`src/sv/sctp_connection_tracker_macros.svh`:
```
// assertion macros for the sctp connection tracker
`ifndef SCTP_CONNECTION_TRACKER_MACROS_SVH
`define SCTP_CONNECTION_TRACKER_MACROS_SVH

// same-cycle implication, clocked on i_clk, off during reset
`define SCT_ASSERT_IMP(lbl, ante, cons) \
    lbl: assert property (@(posedge i_clk) disable iff (!i_rst_n) (ante) |-> (cons)) \
        else $error("sctp tracker check failed");

// next-cycle implication, clocked on i_clk, off during reset
`define SCT_ASSERT_NXT(lbl, ante, cons) \
    lbl: assert property (@(posedge i_clk) disable iff (!i_rst_n) (ante) |=> (cons)) \
        else $error("sctp tracker check failed");

`endif

```
`src/sv/sct_pkg.sv`:
```
// types, constants and chunk decode for the sctp connection tracker
`timescale 1ns / 1ps

package sct_pkg;

    localparam int TAG_W     = 32;
    localparam int TMO_W     = 16;
    localparam int SEEN_W    = 10;
    localparam int TFLAG_W   = 2;
    localparam int CFG_IDX_W = 2;

    localparam logic [TMO_W-1:0] OPEN_WAIT_TMO_RST   = 16'd3;
    localparam logic [TMO_W-1:0] ESTABLISHED_TMO_RST = 16'd210;

    // configuration register indexes
    localparam logic [CFG_IDX_W-1:0] CFG_OPEN_WAIT_TMO   = 2'd0;
    localparam logic [CFG_IDX_W-1:0] CFG_ESTABLISHED_TMO = 2'd1;

    // chunk type numbers
    localparam logic [7:0] CT_DATA        = 8'd0;
    localparam logic [7:0] CT_INIT        = 8'd1;
    localparam logic [7:0] CT_INIT_ACK    = 8'd2;
    localparam logic [7:0] CT_HB          = 8'd4;
    localparam logic [7:0] CT_HB_ACK      = 8'd5;
    localparam logic [7:0] CT_ABORT       = 8'd6;
    localparam logic [7:0] CT_SHUT_ACK    = 8'd8;
    localparam logic [7:0] CT_COOKIE_ECHO = 8'd10;
    localparam logic [7:0] CT_COOKIE_ACK  = 8'd11;
    localparam logic [7:0] CT_SHUT_COMP   = 8'd14;

    // bit positions in the seen mask
    localparam int B_DATA        = 0;
    localparam int B_INIT        = 1;
    localparam int B_INIT_ACK    = 2;
    localparam int B_HB          = 3;
    localparam int B_HB_ACK      = 4;
    localparam int B_ABORT       = 5;
    localparam int B_SHUT_ACK    = 6;
    localparam int B_COOKIE_ECHO = 7;
    localparam int B_COOKIE_ACK  = 8;
    localparam int B_SHUT_COMP   = 9;

    // bit positions in the t flag mask
    localparam int T_ABORT     = 0;
    localparam int T_SHUT_COMP = 1;

    typedef enum logic [1:0] {
        ST_NONE        = 2'd0,
        ST_OPEN_WAIT   = 2'd1,
        ST_ESTABLISHED = 2'd2
    } t_track_state;

    typedef struct packed {
        logic             direction;
        logic             new_entry;
        logic             header_bad;
        logic [TAG_W-1:0] packet_vtag;
        logic             chunk_present;
        logic [7:0]       chunk_type;
        logic             chunk_t_flag;
        logic [TAG_W-1:0] initiate_tag;
        logic             initiate_ok;
        logic             last_chunk;
    } t_chunk_in;

    typedef struct packed {
        logic             verdict;
        logic             refresh;
        logic [TMO_W-1:0] timeout_seconds;
        logic [1:0]       state_after;
        logic             protoinfo_event;
        logic             assured_event;
    } t_verdict_out;

    // one-hot seen-mask bit of a tracked chunk type, zero when untracked
    function automatic logic [SEEN_W-1:0] type_mask(input logic [7:0] ctype);
        logic [SEEN_W-1:0] m;
        m = '0;
        case (ctype)
            CT_DATA:        m[B_DATA]        = 1'b1;
            CT_INIT:        m[B_INIT]        = 1'b1;
            CT_INIT_ACK:    m[B_INIT_ACK]    = 1'b1;
            CT_HB:          m[B_HB]          = 1'b1;
            CT_HB_ACK:      m[B_HB_ACK]      = 1'b1;
            CT_ABORT:       m[B_ABORT]       = 1'b1;
            CT_SHUT_ACK:    m[B_SHUT_ACK]    = 1'b1;
            CT_COOKIE_ECHO: m[B_COOKIE_ECHO] = 1'b1;
            CT_COOKIE_ACK:  m[B_COOKIE_ACK]  = 1'b1;
            CT_SHUT_COMP:   m[B_SHUT_COMP]   = 1'b1;
            default:        m = '0;
        endcase
        return m;
    endfunction

endpackage

```
`src/sv/sctp_connection_tracker.sv`:
```
// sctp connection tracker: per-chunk mask collection and per-packet verdict
//
// chunks of one packet arrive on the input channel, one per transfer, the
// last one flagged by last_chunk; a transfer with chunk_present low only
// closes the packet. each packet yields exactly one result transfer on the
// output channel, carrying verdict, timer refresh, timeout, state and events.
// an item is accepted into an input register and judged from it against the
// association state; a final chunk's result is then written to the output
// register once that register frees. one chunk is accepted every cycle while
// no final chunk waits; the combinational judge stage sets this.
// when the receiver stalls, the output register holds its result and the
// judge stage still takes non-final chunks; a final chunk waits in the input
// register, with input ready low, until the output register frees.
// timeouts are to be written on the configuration port only while the block is idle; the block does not enforce this.
// synchronous active-low reset clears association state, packet masks and
// both valid flags, and loads the timeouts with 3 and 210 seconds.
`timescale 1ns / 1ps
`include "sctp_connection_tracker_macros.svh"

module sctp_connection_tracker
    import sct_pkg::*;
(
    input  logic                 i_clk,
    input  logic                 i_rst_n,
    input  logic                 i_cfg_we,
    input  logic [CFG_IDX_W-1:0] i_cfg_idx,
    input  logic [TMO_W-1:0]     i_cfg_wdata,
    input  logic                 i_in_valid,
    output logic                 o_in_ready,
    input  t_chunk_in            i_in_data,
    output logic                 o_out_valid,
    input  logic                 i_out_ready,
    output t_verdict_out         o_out_data
);

    logic [TMO_W-1:0]   r_ow_tmo;
    logic [TMO_W-1:0]   r_est_tmo;

    logic               r_in_valid;
    t_chunk_in          r_in;

    t_track_state       r_state,        n_state;
    logic [TAG_W-1:0]   r_vtag_orig,    n_vtag_orig;
    logic [TAG_W-1:0]   r_vtag_reply,   n_vtag_reply;
    logic               r_hb_failed,    n_hb_failed;
    logic               r_last_dir,     n_last_dir;
    logic               r_assured,      n_assured;
    logic [SEEN_W-1:0]  r_seen,         n_seen;
    logic [TFLAG_W-1:0] r_tflag,        n_tflag;
    logic [TAG_W-1:0]   r_itag,         n_itag;
    logic               r_pkt_bad,      n_pkt_bad;

    logic               r_out_valid;
    t_verdict_out       r_out,          n_out;

    logic               out_free;
    logic               s2_go;

    assign out_free   = !r_out_valid || i_out_ready;
    assign s2_go      = r_in_valid && (!r_in.last_chunk || out_free);
    assign o_in_ready = !r_in_valid || s2_go;

    assign o_out_valid = r_out_valid;
    assign o_out_data  = r_out;

    // configuration registers
    always_ff @(posedge i_clk) begin
        if (!i_rst_n) begin
            r_ow_tmo  <= OPEN_WAIT_TMO_RST;
            r_est_tmo <= ESTABLISHED_TMO_RST;
        end else if (i_cfg_we) begin
            case (i_cfg_idx)
                CFG_OPEN_WAIT_TMO:   r_ow_tmo  <= i_cfg_wdata;
                CFG_ESTABLISHED_TMO: r_est_tmo <= i_cfg_wdata;
                default: ;
            endcase
        end
    end

    // input register
    always_ff @(posedge i_clk) begin
        if (!i_rst_n) begin
            r_in_valid <= 1'b0;
        end else if (o_in_ready) begin
            r_in_valid <= i_in_valid;
        end
    end

    always_ff @(posedge i_clk) begin
        if (o_in_ready && i_in_valid) begin
            r_in <= i_in_data;
        end
    end

    // judge stage
    always_comb begin
        logic [SEEN_W-1:0]  s;
        logic [TFLAG_W-1:0] tf;
        logic               is_init;
        logic               dir;
        logic [TAG_W-1:0]   vt;
        logic [TAG_W-1:0]   tag_o;
        logic [TAG_W-1:0]   tag_r;
        logic [TAG_W-1:0]   tag_d;
        logic [TAG_W-1:0]   tag_x;
        logic               mism;
        logic               bad;
        logic               refresh;
        logic               ev_p;
        logic               ev_a;
        logic               hb_ok;
        logic               tc_ok;

        s       = r_seen;
        tf      = r_tflag;
        is_init = (r_in.chunk_type == CT_INIT) || (r_in.chunk_type == CT_INIT_ACK);
        n_itag    = r_itag;
        n_pkt_bad = r_pkt_bad | r_in.header_bad;
        if (r_in.chunk_present) begin
            s = s | type_mask(r_in.chunk_type);
            if (r_in.chunk_t_flag && r_in.chunk_type == CT_ABORT) begin
                tf[T_ABORT] = 1'b1;
            end
            if (r_in.chunk_t_flag && r_in.chunk_type == CT_SHUT_COMP) begin
                tf[T_SHUT_COMP] = 1'b1;
            end
            if (is_init) begin
                if (r_in.initiate_ok) begin
                    n_itag = r_in.initiate_tag;
                end else begin
                    n_pkt_bad = 1'b1;
                end
            end
        end

        dir     = r_in.direction;
        vt      = r_in.packet_vtag;
        tag_o   = r_vtag_orig;
        tag_r   = r_vtag_reply;
        n_state     = r_state;
        n_hb_failed = r_hb_failed;
        n_last_dir  = r_last_dir;
        n_assured   = r_assured;
        bad     = n_pkt_bad;
        refresh = 1'b0;
        ev_p    = 1'b0;
        ev_a    = 1'b0;
        hb_ok   = 1'b1;
        tc_ok   = 1'b1;
        tag_d   = '0;
        tag_x   = '0;
        mism    = 1'b0;

        if (!bad) begin
            if (r_in.new_entry) begin
                if (s[B_ABORT] || s[B_SHUT_COMP] || s[B_COOKIE_ACK]) begin
                    bad = 1'b1;
                end else begin
                    tag_o       = '0;
                    tag_r       = '0;
                    n_hb_failed = 1'b0;
                    n_last_dir  = 1'b0;
                    n_assured   = 1'b0;
                    n_state     = ST_OPEN_WAIT;
                    ev_p        = 1'b1;
                    if (s[B_INIT]) begin
                        if (dir) tag_o = n_itag; else tag_r = n_itag;
                    end else if (s[B_SHUT_ACK]) begin
                        if (dir) tag_o = vt; else tag_r = vt;
                    end else begin
                        if (dir) tag_r = vt; else tag_o = vt;
                    end
                    refresh = 1'b1;
                end
            end else if (!s[B_INIT]) begin
                // learn missing tags
                tag_x = dir ? tag_o : tag_r;
                if (tag_x == '0 && s[B_INIT_ACK]) begin
                    if (dir) tag_o = n_itag; else tag_r = n_itag;
                end
                tag_d = dir ? tag_r : tag_o;
                if (tag_d == '0) begin
                    if (dir) tag_r = vt; else tag_o = vt;
                end
                if (dir && r_state == ST_OPEN_WAIT) begin
                    n_state = ST_ESTABLISHED;
                    ev_p    = 1'b1;
                    if (!r_assured) begin
                        n_assured = 1'b1;
                        ev_a      = 1'b1;
                    end
                end
                // heartbeat tag-change logic
                tag_d = dir ? tag_r : tag_o;
                mism  = (vt != tag_d);
                if (s[B_HB]) begin
                    if (mism) begin
                        if (s[B_DATA]) begin
                            hb_ok = 1'b0;
                        end else begin
                            n_hb_failed = 1'b1;
                            n_last_dir  = dir;
                        end
                    end else begin
                        n_hb_failed = 1'b0;
                    end
                end
                if (hb_ok && s[B_HB_ACK]) begin
                    if (mism) begin
                        if (s[B_DATA] || !n_hb_failed || n_last_dir == dir) begin
                            hb_ok = 1'b0;
                        end else begin
                            n_hb_failed = 1'b0;
                            if (dir) begin
                                tag_r = vt;
                                tag_o = '0;
                            end else begin
                                tag_o = vt;
                                tag_r = '0;
                            end
                        end
                    end else begin
                        n_hb_failed = 1'b0;
                    end
                end
                // verification tag checks
                tag_d = dir ? tag_r : tag_o;
                tag_x = dir ? tag_o : tag_r;
                if (!s[B_INIT] && !s[B_SHUT_COMP] && !s[B_COOKIE_ECHO] && !s[B_ABORT] &&
                    !s[B_SHUT_ACK] && !s[B_HB] && !s[B_HB_ACK] && vt != tag_d) begin
                    tc_ok = 1'b0;
                end
                if (s[B_ABORT] && vt != (tf[T_ABORT] ? tag_x : tag_d)) begin
                    tc_ok = 1'b0;
                end
                if (s[B_SHUT_COMP] && vt != (tf[T_SHUT_COMP] ? tag_x : tag_d)) begin
                    tc_ok = 1'b0;
                end
                if (s[B_COOKIE_ECHO] && vt != tag_d) begin
                    tc_ok = 1'b0;
                end
                if (!hb_ok || !tc_ok) begin
                    bad = 1'b1;
                end else begin
                    refresh = 1'b1;
                end
            end
        end

        n_vtag_orig  = tag_o;
        n_vtag_reply = tag_r;
        n_seen       = s;
        n_tflag      = tf;

        n_out.verdict         = bad;
        n_out.refresh         = refresh;
        n_out.timeout_seconds = !refresh ? '0 :
                                (n_state == ST_ESTABLISHED) ? r_est_tmo : r_ow_tmo;
        n_out.state_after     = n_state;
        n_out.protoinfo_event = ev_p;
        n_out.assured_event   = ev_a;
    end

    // association state and packet masks
    always_ff @(posedge i_clk) begin
        if (!i_rst_n) begin
            r_state      <= ST_NONE;
            r_vtag_orig  <= '0;
            r_vtag_reply <= '0;
            r_hb_failed  <= 1'b0;
            r_last_dir   <= 1'b0;
            r_assured    <= 1'b0;
            r_seen       <= '0;
            r_tflag      <= '0;
            r_itag       <= '0;
            r_pkt_bad    <= 1'b0;
        end else if (s2_go) begin
            if (r_in.last_chunk) begin
                r_state      <= n_state;
                r_vtag_orig  <= n_vtag_orig;
                r_vtag_reply <= n_vtag_reply;
                r_hb_failed  <= n_hb_failed;
                r_last_dir   <= n_last_dir;
                r_assured    <= n_assured;
                r_seen       <= '0;
                r_tflag      <= '0;
                r_itag       <= '0;
                r_pkt_bad    <= 1'b0;
            end else begin
                r_seen       <= n_seen;
                r_tflag      <= n_tflag;
                r_itag       <= n_itag;
                r_pkt_bad    <= n_pkt_bad;
            end
        end
    end

    // output register
    always_ff @(posedge i_clk) begin
        if (!i_rst_n) begin
            r_out_valid <= 1'b0;
        end else if (s2_go && r_in.last_chunk) begin
            r_out_valid <= 1'b1;
        end else if (i_out_ready) begin
            r_out_valid <= 1'b0;
        end
    end

    always_ff @(posedge i_clk) begin
        if (s2_go && r_in.last_chunk) begin
            r_out <= n_out;
        end
    end

    `SCT_ASSERT_IMP(a_bad_no_refresh, r_out_valid && r_out.verdict,
        !r_out.refresh && r_out.timeout_seconds == '0)
    `SCT_ASSERT_IMP(a_assured_established, r_out_valid && r_out.assured_event,
        r_out.protoinfo_event && r_out.state_after == ST_ESTABLISHED)
    `SCT_ASSERT_NXT(a_masks_cleared, s2_go && r_in.last_chunk,
        r_seen == '0 && r_tflag == '0 && !r_pkt_bad)
    `SCT_ASSERT_NXT(a_result_follows_last, s2_go && r_in.last_chunk, r_out_valid)

endmodule
```
`config.mk`:
```
export PLATFORM = sky130hd
export DESIGN_NAME = sctp_connection_tracker
export DESIGN_NICKNAME = d
export VERILOG_FILES = /design/src/sv/sct_pkg.sv /design/src/sv/sctp_connection_tracker.sv
export VERILOG_INCLUDE_DIRS = /design/src /design/src/sv
export SDC_FILE = /design/constraint.sdc
export NUM_CORES = 1
export LEC_CHECK = 0
export BUFFER_PORTS_ARGS = -buffer_cell sky130_fd_sc_hd__buf_2
export CAP_MARGIN = 20
export CORE_MARGIN = 2
export CORE_UTILIZATION = 50
export CTS_CLUSTER_DIAMETER = 200
export DETAILED_ROUTE_END_ITERATION = 7
export MAX_ROUTING_LAYER = met4
export PLACE_DENSITY = 0.68
export REMOVE_ABC_BUFFERS = 1
export SLEW_MARGIN = 20
export SYNTH_ARGS = -nofsm -noshare
export SYNTH_HDL_FRONTEND = slang
export SYNTH_SLANG_ARGS = --single-unit
```
`constraint.sdc`:
```
create_clock -name i_clk -period 6.9 [get_ports i_clk]
set_input_delay 1.035 -clock i_clk [delete_from_list [all_inputs] [get_ports i_clk]]
set_output_delay 1.035 -clock i_clk [all_outputs]
set_load 0.005 [all_outputs]
```
==> impl_metrics.toml, run 1 <==
[setup_path]
critical_path_required_ns = 7.31
path_buf_inv = 4
crit_path_start_kind = "flop"
critPathArrivalTime_ns = 6.18
critical_path_class = "reg2reg"
critPathMaxStageDelay_ns = 0.73
rr_worst_depth = 14
worstPathCellList = "buf_12 -> inv_2 -> buf_4 -> nor4_4 -> buf_4 -> a211oi_1 -> or2_0 -> nor4b_1 -> o22ai_1 -> a22oi_1 -> a31oi_1 -> a2111o_1 -> or3_1 -> a211oi_1"
cp_slowest_cell = "edfxtp_1"
r2r_end = "o_out_data[6]"
r2r_setup_slack_ns = 1.13
reg2reg_from = "r_in[78]"
crit_family = "simple AND/OR/NAND/NOR gates"
crit_fanout = 29
end_kind = "flop"

[detailed_routing]
routed_wl_um = 61990
dr.pass1.iters = 6
viasPerCell = 6.705
detail-route-antenna-nets = 0
drc_errors = 0
vias = 16050
drtIter0Drc = 2034
wl_per_cell_um = 25.89

[clocking]
clk_pin_slew_ns = 0.06
cts_tree = "done"
post_cts_resized = 0
numCtsBuffers = 29
cts.sinks = 249
hold_buffers = 0
cts.path.max_buffers = 3
clkLatencyLatePin_ns = 0.59
htreeDepth = 1
postCtsSetupRepairBufs = 0
root_buffer = "clkbuf_16"

[logic_synthesis]
ys_seq_area_share_pct = 36.91
synth_cell_types = 100
ys_ff_latch = 249
async_reset_ff_share_pct = 0
synth_cells = 1896
synth_area_per_cell_um2 = 8.567
ys.flop_type = "dfxtp_1"
yosys_warnings = 0
synth_edf_count = 101
netlist_area_um2 = 16240

[min_path]
holdCritPathClass = "reg2reg"
whs_path_depth = 2
hold_end = "r_est_tmo[5]"
min_from = "r_est_tmo[5]"

[sta]
finalCritPeriodShare_pct = 83.68
slew_headroom_pct = 17.61
drv_slew = 0
fin_hold_ws_ns = 0.4635
setup-tns-final_ns = 0
hold_viol = 0
setup_viol = 0
max_freq_mhz = 173.2
rsz0062_at_grt = "no"
fin_worst_skew_ns = 0.02677
worst_pin_slew_ns = 1.233
min_period_ns = 5.774

[placed_design]
hpwl_um = 42690
io_buffers = 125
gp_congestion = 1.050
post-place-cells = 2338

[run_status]
status = "completed"

[floorplanning]
dieArea_um2 = 33940
num_rows = 66
die_x_um = 184.2
core_um2 = 32290
start_util_pct = 50.31
io_pins = 126
fp.dieH_um = 184.2

[power_and_ir_drop]
ir_drop_mv = 0.2159
powerDensity_nw_per_um2 = 216.3
p_leak_nw = 6.676
power_mw = 3.925

[final_layout]
drive_gt1_share_pct = 16.45
multi_input_area_um2 = 9415
fill_cells = 3000
fin_nets = 2030
final_util_pct = 56.19
area_delta_synth_final_pct = 11.69
regArea_um2 = 5996
instances_no_fill = 2394

[run]
drv_cap = 0

[global_routing]
grt_pass1_wl_um = 92780
antenna_found_initial = 0
grt_use_total_pct = 36.94
grt_pass1_vias = 14930
overflow = 0
grt_max_degree = 80
## per-stage QoR
stage               area [um^2]  worst slack, ns
floorplan                 15450           -3.048
global placement          17110            1.350
detailed placement        17110            1.294
CTS                       18110            1.275
global route              18140           0.9930
finish                    18140            1.126
## worst max path at each step
stage / endpoint / cells past startpoint / from
after floorplan: o_out_data[19] / 9 / r_in[78]
after global placement: o_out_data[6] / 13 / r_in[40]
after detailed placement: o_out_data[6] / 13 / r_in[40]
after CTS: o_out_data[5] / 15 / r_in[78]
after global routing: o_out_data[6] / 12 / r_in[40]
final: o_out_data[6] / 14 / r_in[78]
## state kept, by name, summed over array words and instances (netlist names)
signal        flops
o_out_data       22
o_out_valid       1
r_assured         1
r_est_tmo        16
r_hb_failed       1
r_in             79
r_in_valid        1
r_itag           32
r_last_dir        1
r_ow_tmo         16
r_pkt_bad         1
r_seen           10
r_state           2
r_tflag           2
r_vtag_orig      32
r_vtag_reply     32
## final cells by class
type | count | share of cell area [%]
Clock buffer | 44 | 4.869
Tap cell | 442 | 3.048
Multi-Input combinational cell | 1444 | 51.90
Timing Repair Buffer | 176 | 5.910
Clock inverter | 10 | 0.6345
Sequential cell | 249 | 33.05
Inverter | 28 | 0.5793
Antenna cell | 1 | 0.01379
## logic make-up after synthesis
logic type	after synthesis	synth area share (%)
AOI/OAI and AO/OA	671	29.77
xor gates and xnor gates	35	1.887
buffers and inverters	203	5.515
DFF	249	36.91
muxes	91	6.078
and+or+nand+nor	647	19.84
## tightest hold or removal path, cell delays in order (launching register included)
cell and delay [ns]:
dfxtp_1 0.31, nand2_1 0.05, a21boi_0 0.06
## where the power goes
| group | leakage, nW | switching, mW | internal, mW |
|---|---|---|---|
| Combinational | 4.02 | 0.437 | 0.233 |
| Clock | 0.491 | 0.645 | 0.957 |
| Sequential | 2.16 | 0.0714 | 1.58 |
## per-layer routing
metal / track usage [%] / vias up / share of wire (%)
li1: - / 7237 / -
met1: 50.48 / 7752 / 43
met2: 54.17 / 892 / 43
met3: 7.074 / 171 / 9.6
met4: 13.92 / 0 / 4.1
met5: - / - / 0
## synth_stat cells (13+ instances only)
library cell  number  share of area [%]
o21bai_1          15               0.69
nor3_1            57                1.8
nor4_1            23               0.89
o22ai_1           21               0.81
edfxtp_1         101                 19
nor2b_1           77                3.0
o211a_1           13               0.80
a311oi_1          16               0.86
a21oi_1          127                3.9
and2_1            24               0.92
nor2_1           138                3.2
xnor2_1           23                1.2
clkbuf_1         126                2.9
inv_1             27               0.62
a221oi_1          49                2.6
o21ai_0           78                2.4
nand3_1           28               0.86
buf_2             23               0.71
dfxtp_1          148                 18
a31oi_1           24               0.92
a22oi_1           46                2.1
a22o_1            17               0.92
o211ai_1          15               0.69
a211oi_1          84                3.9
a21boi_0          37                1.7
nand2_1          212                4.9
mux2i_1           52                3.2
a21o_1            14               0.65
mux2_2            33                2.3
o31ai_1           13               0.60
## placed cells by master, fill, tap and decap left out, types with 7 or more instances in the layout
cell       Yosys  routed
edfxtp_1     101     101
a311oi_1      16      16
nand4_1       10      10
mux2i_1       52      52
nor3_1        57      57
nand2b_1      11      11
xor2_1        12      12
nand3_1       28      28
nor2b_1       77      77
nand2_1      212     210
o211ai_1      15      15
clkbuf_16      0      30
mux2_2        33      33
a22o_1        17      17
o22ai_1       21      21
nor4_1        23      23
buf_4          1      46
or3_1          9       9
a211oi_2      12      12
a221o_1        7       7
o21bai_1      15      15
o31ai_1       13      13
dfxtp_1      148     148
a22oi_1       46      46
o211a_1       13      13
clkbuf_8       0       8
o221ai_1       8       8
a221oi_1      49      49
xnor2_1       23      23
and2_1        24      24
a21o_1        14      14
inv_1         27      26
a31oi_1       24      23
a21oi_1      127     125
a21boi_0      37      37
o21ai_0       78      78
buf_2         23     124
nor2_1       138     136
a211oi_1      84      84
(Power assumes the default switching activity.)
==> run 2, diff against run 1 <==
Clock period 6.9 ns to 5.9 ns, I/O delays scaled along.
==> impl_metrics.toml, run 2 (synthesized netlist as in run 1, its figures left out) <==
[power_and_ir_drop]
ir_drop_mv = 0.2545
p_leak_nw = 6.740
powerDensity_nw_per_um2 = 248.1

[final_layout]
layout_common_cells = "210 x nand2_1, 148 x dfxtp_1, 136 x nor2_1"
area_delta_synth_final_pct = 12.13
instances_no_fill = 2409
drive_gt1_share_pct = 17.13
final_util_pct = 56.41
final_common_cell = "nand2_1"
fin_nets = 2046
diodes = 0
largest_reg_flops = 79
fill_cells = 2994
regMostFlops = "r_in"

[global_routing]
grt_pass1_vias = 14800
grt_pass1_wl_um = 92520
overflow = 0
antenna_found_initial = 0
grt_max_degree = 97
grt_use_total_pct = 36.83

[sta]
worst_pin_slew_ns = 1.163
setup_viol = 0
fin_hold_ws_ns = 0.4616
rsz0062_at_grt = "no"
hold_viol = 0
fin_worst_skew_ns = 0.01844
min_period_ns = 5.528
setup_slack_ns = 0.3723
drv_slew = 0
slew_headroom_pct = 22.47
max_freq_mhz = 180.9
finalCritPeriodShare_pct = 93.69

[setup_path]
crit_path_start_kind = "flop"
path_buf_inv = 2
reg2reg_from = "r_vtag_orig[25]"
critical_path_required_ns = 6.29
end_kind = "flop"
critPathArrivalTime_ns = 5.92
crit_fanout = 17
worstPathCellList = "nor4_1 -> nand4_1 -> buf_4 -> o21ai_0 -> o221ai_1 -> a211oi_2 -> and3_1 -> buf_4 -> o22ai_1 -> o21ba_1 -> nand4_1 -> a2111o_1 -> or3_1 -> a211oi_1"
cp_slowest_cell = "or3_1"
rr_worst_depth = 14
critical_path_class = "reg2reg"
critPathMaxStageDelay_ns = 0.68
crit_family = "simple AND/OR/NAND/NOR gates"
r2r_setup_slack_ns = 0.37
r2r_end = "o_out_data[19]"
worstSetupStartpoint = "r_vtag_orig[25]"

[floorplanning]
dieArea_um2 = 33940
num_rows = 66
start_util_pct = 50.31
die_x_um = 184.2
io_pins = 126
fp.dieH_um = 184.2
core_um2 = 32290

[clocking]
cts.path.max_buffers = 3
hold_buffers = 0
clkLatencyLatePin_ns = 0.59
clk_pin_slew_ns = 0.06
htreeDepth = 1
postCtsSetupRepairBufs = 0
cts_tree = "done"
post_cts_resized = 0
root_buffer = "clkbuf_16"
cts.sinks = 249
numCtsBuffers = 29

[min_path]
holdCritPathClass = "reg2reg"
hold_end = "r_ow_tmo[10]"
min_from = "r_ow_tmo[10]"
whs_path_depth = 2

[placed_design]
hpwl_um = 43160
io_buffers = 125
gp_congestion = 1.009
post-place-cells = 2355
dpl_worst_slack_ns = 0.4812

[run]
drv_cap = 0

[detailed_routing]
vias = 16220
drc_errors = 0
viasPerCell = 6.733
routed_wl_um = 61950
dr.pass1.iters = 6
detail-route-antenna-nets = 0
drtIter0Drc = 2111
wl_per_cell_um = 25.72

[run_status]
status = "completed"
run 2: metal layers:
layer	GRT usage (%)	wire, um
met5	-	0
met1	50.69	26950
met4	11.52	2018
met2	55.52	27320
met3	5.928	5654
run 2: how the worst max path moves through the flow:
stage / end / slack (ns) / cells after the start
global route: o_out_data[4] / 0.08 / 14
global placement: o_out_data[5] / 0.61 / 12
CTS: o_out_data[4] / 0.47 / 13
floorplan: o_out_data[19] / -4.05 / 9
detailed placement: o_out_data[4] / 0.48 / 13
finish: o_out_data[19] / 0.37 / 14
run 2: metrics by stage:
stage,TNS [ns],power (mW),instance area (um^2)
finish,0,4.520,18210
global route,0,4.674,18210
CTS,0,4.515,18210
detailed placement,0,2.720,17240
global placement,0,2.720,17240
floorplan,-288.23,2.396,15450
run 2: power by group:
part           leakage, nW  switching, mW  total (mW)  internal (mW)
Sequential            2.16         0.0726        1.92           1.85
Combinational         4.10          0.521       0.794          0.272
Clock                0.479          0.759        1.80           1.05
run 2: area by class of cell:
cell class                 instances  area, um^2  area share (%)
clock buffer                      35       788.3           4.328
timing repair buffer             192        1181           6.485
multi-input combinational       1444        9415           51.69
inverter                          28       105.1          0.5770
tap                              442       553.0           3.036
clock inverter                    19       175.2          0.9617
sequential                       249        5996           32.92
run 2: worst reg2reg max path, stage by stage (launching register included):
cell and delay [ns]:
dfxtp_1 0.41, nor4_1 0.44, nand4_1 0.42, buf_4 0.30, o21ai_0 0.17, o221ai_1 0.30, a211oi_2 0.40, and3_1 0.60
buf_4 0.27, o22ai_1 0.07, o21ba_1 0.34, nand4_1 0.14, a2111o_1 0.44, or3_1 0.68, a211oi_1 0.37
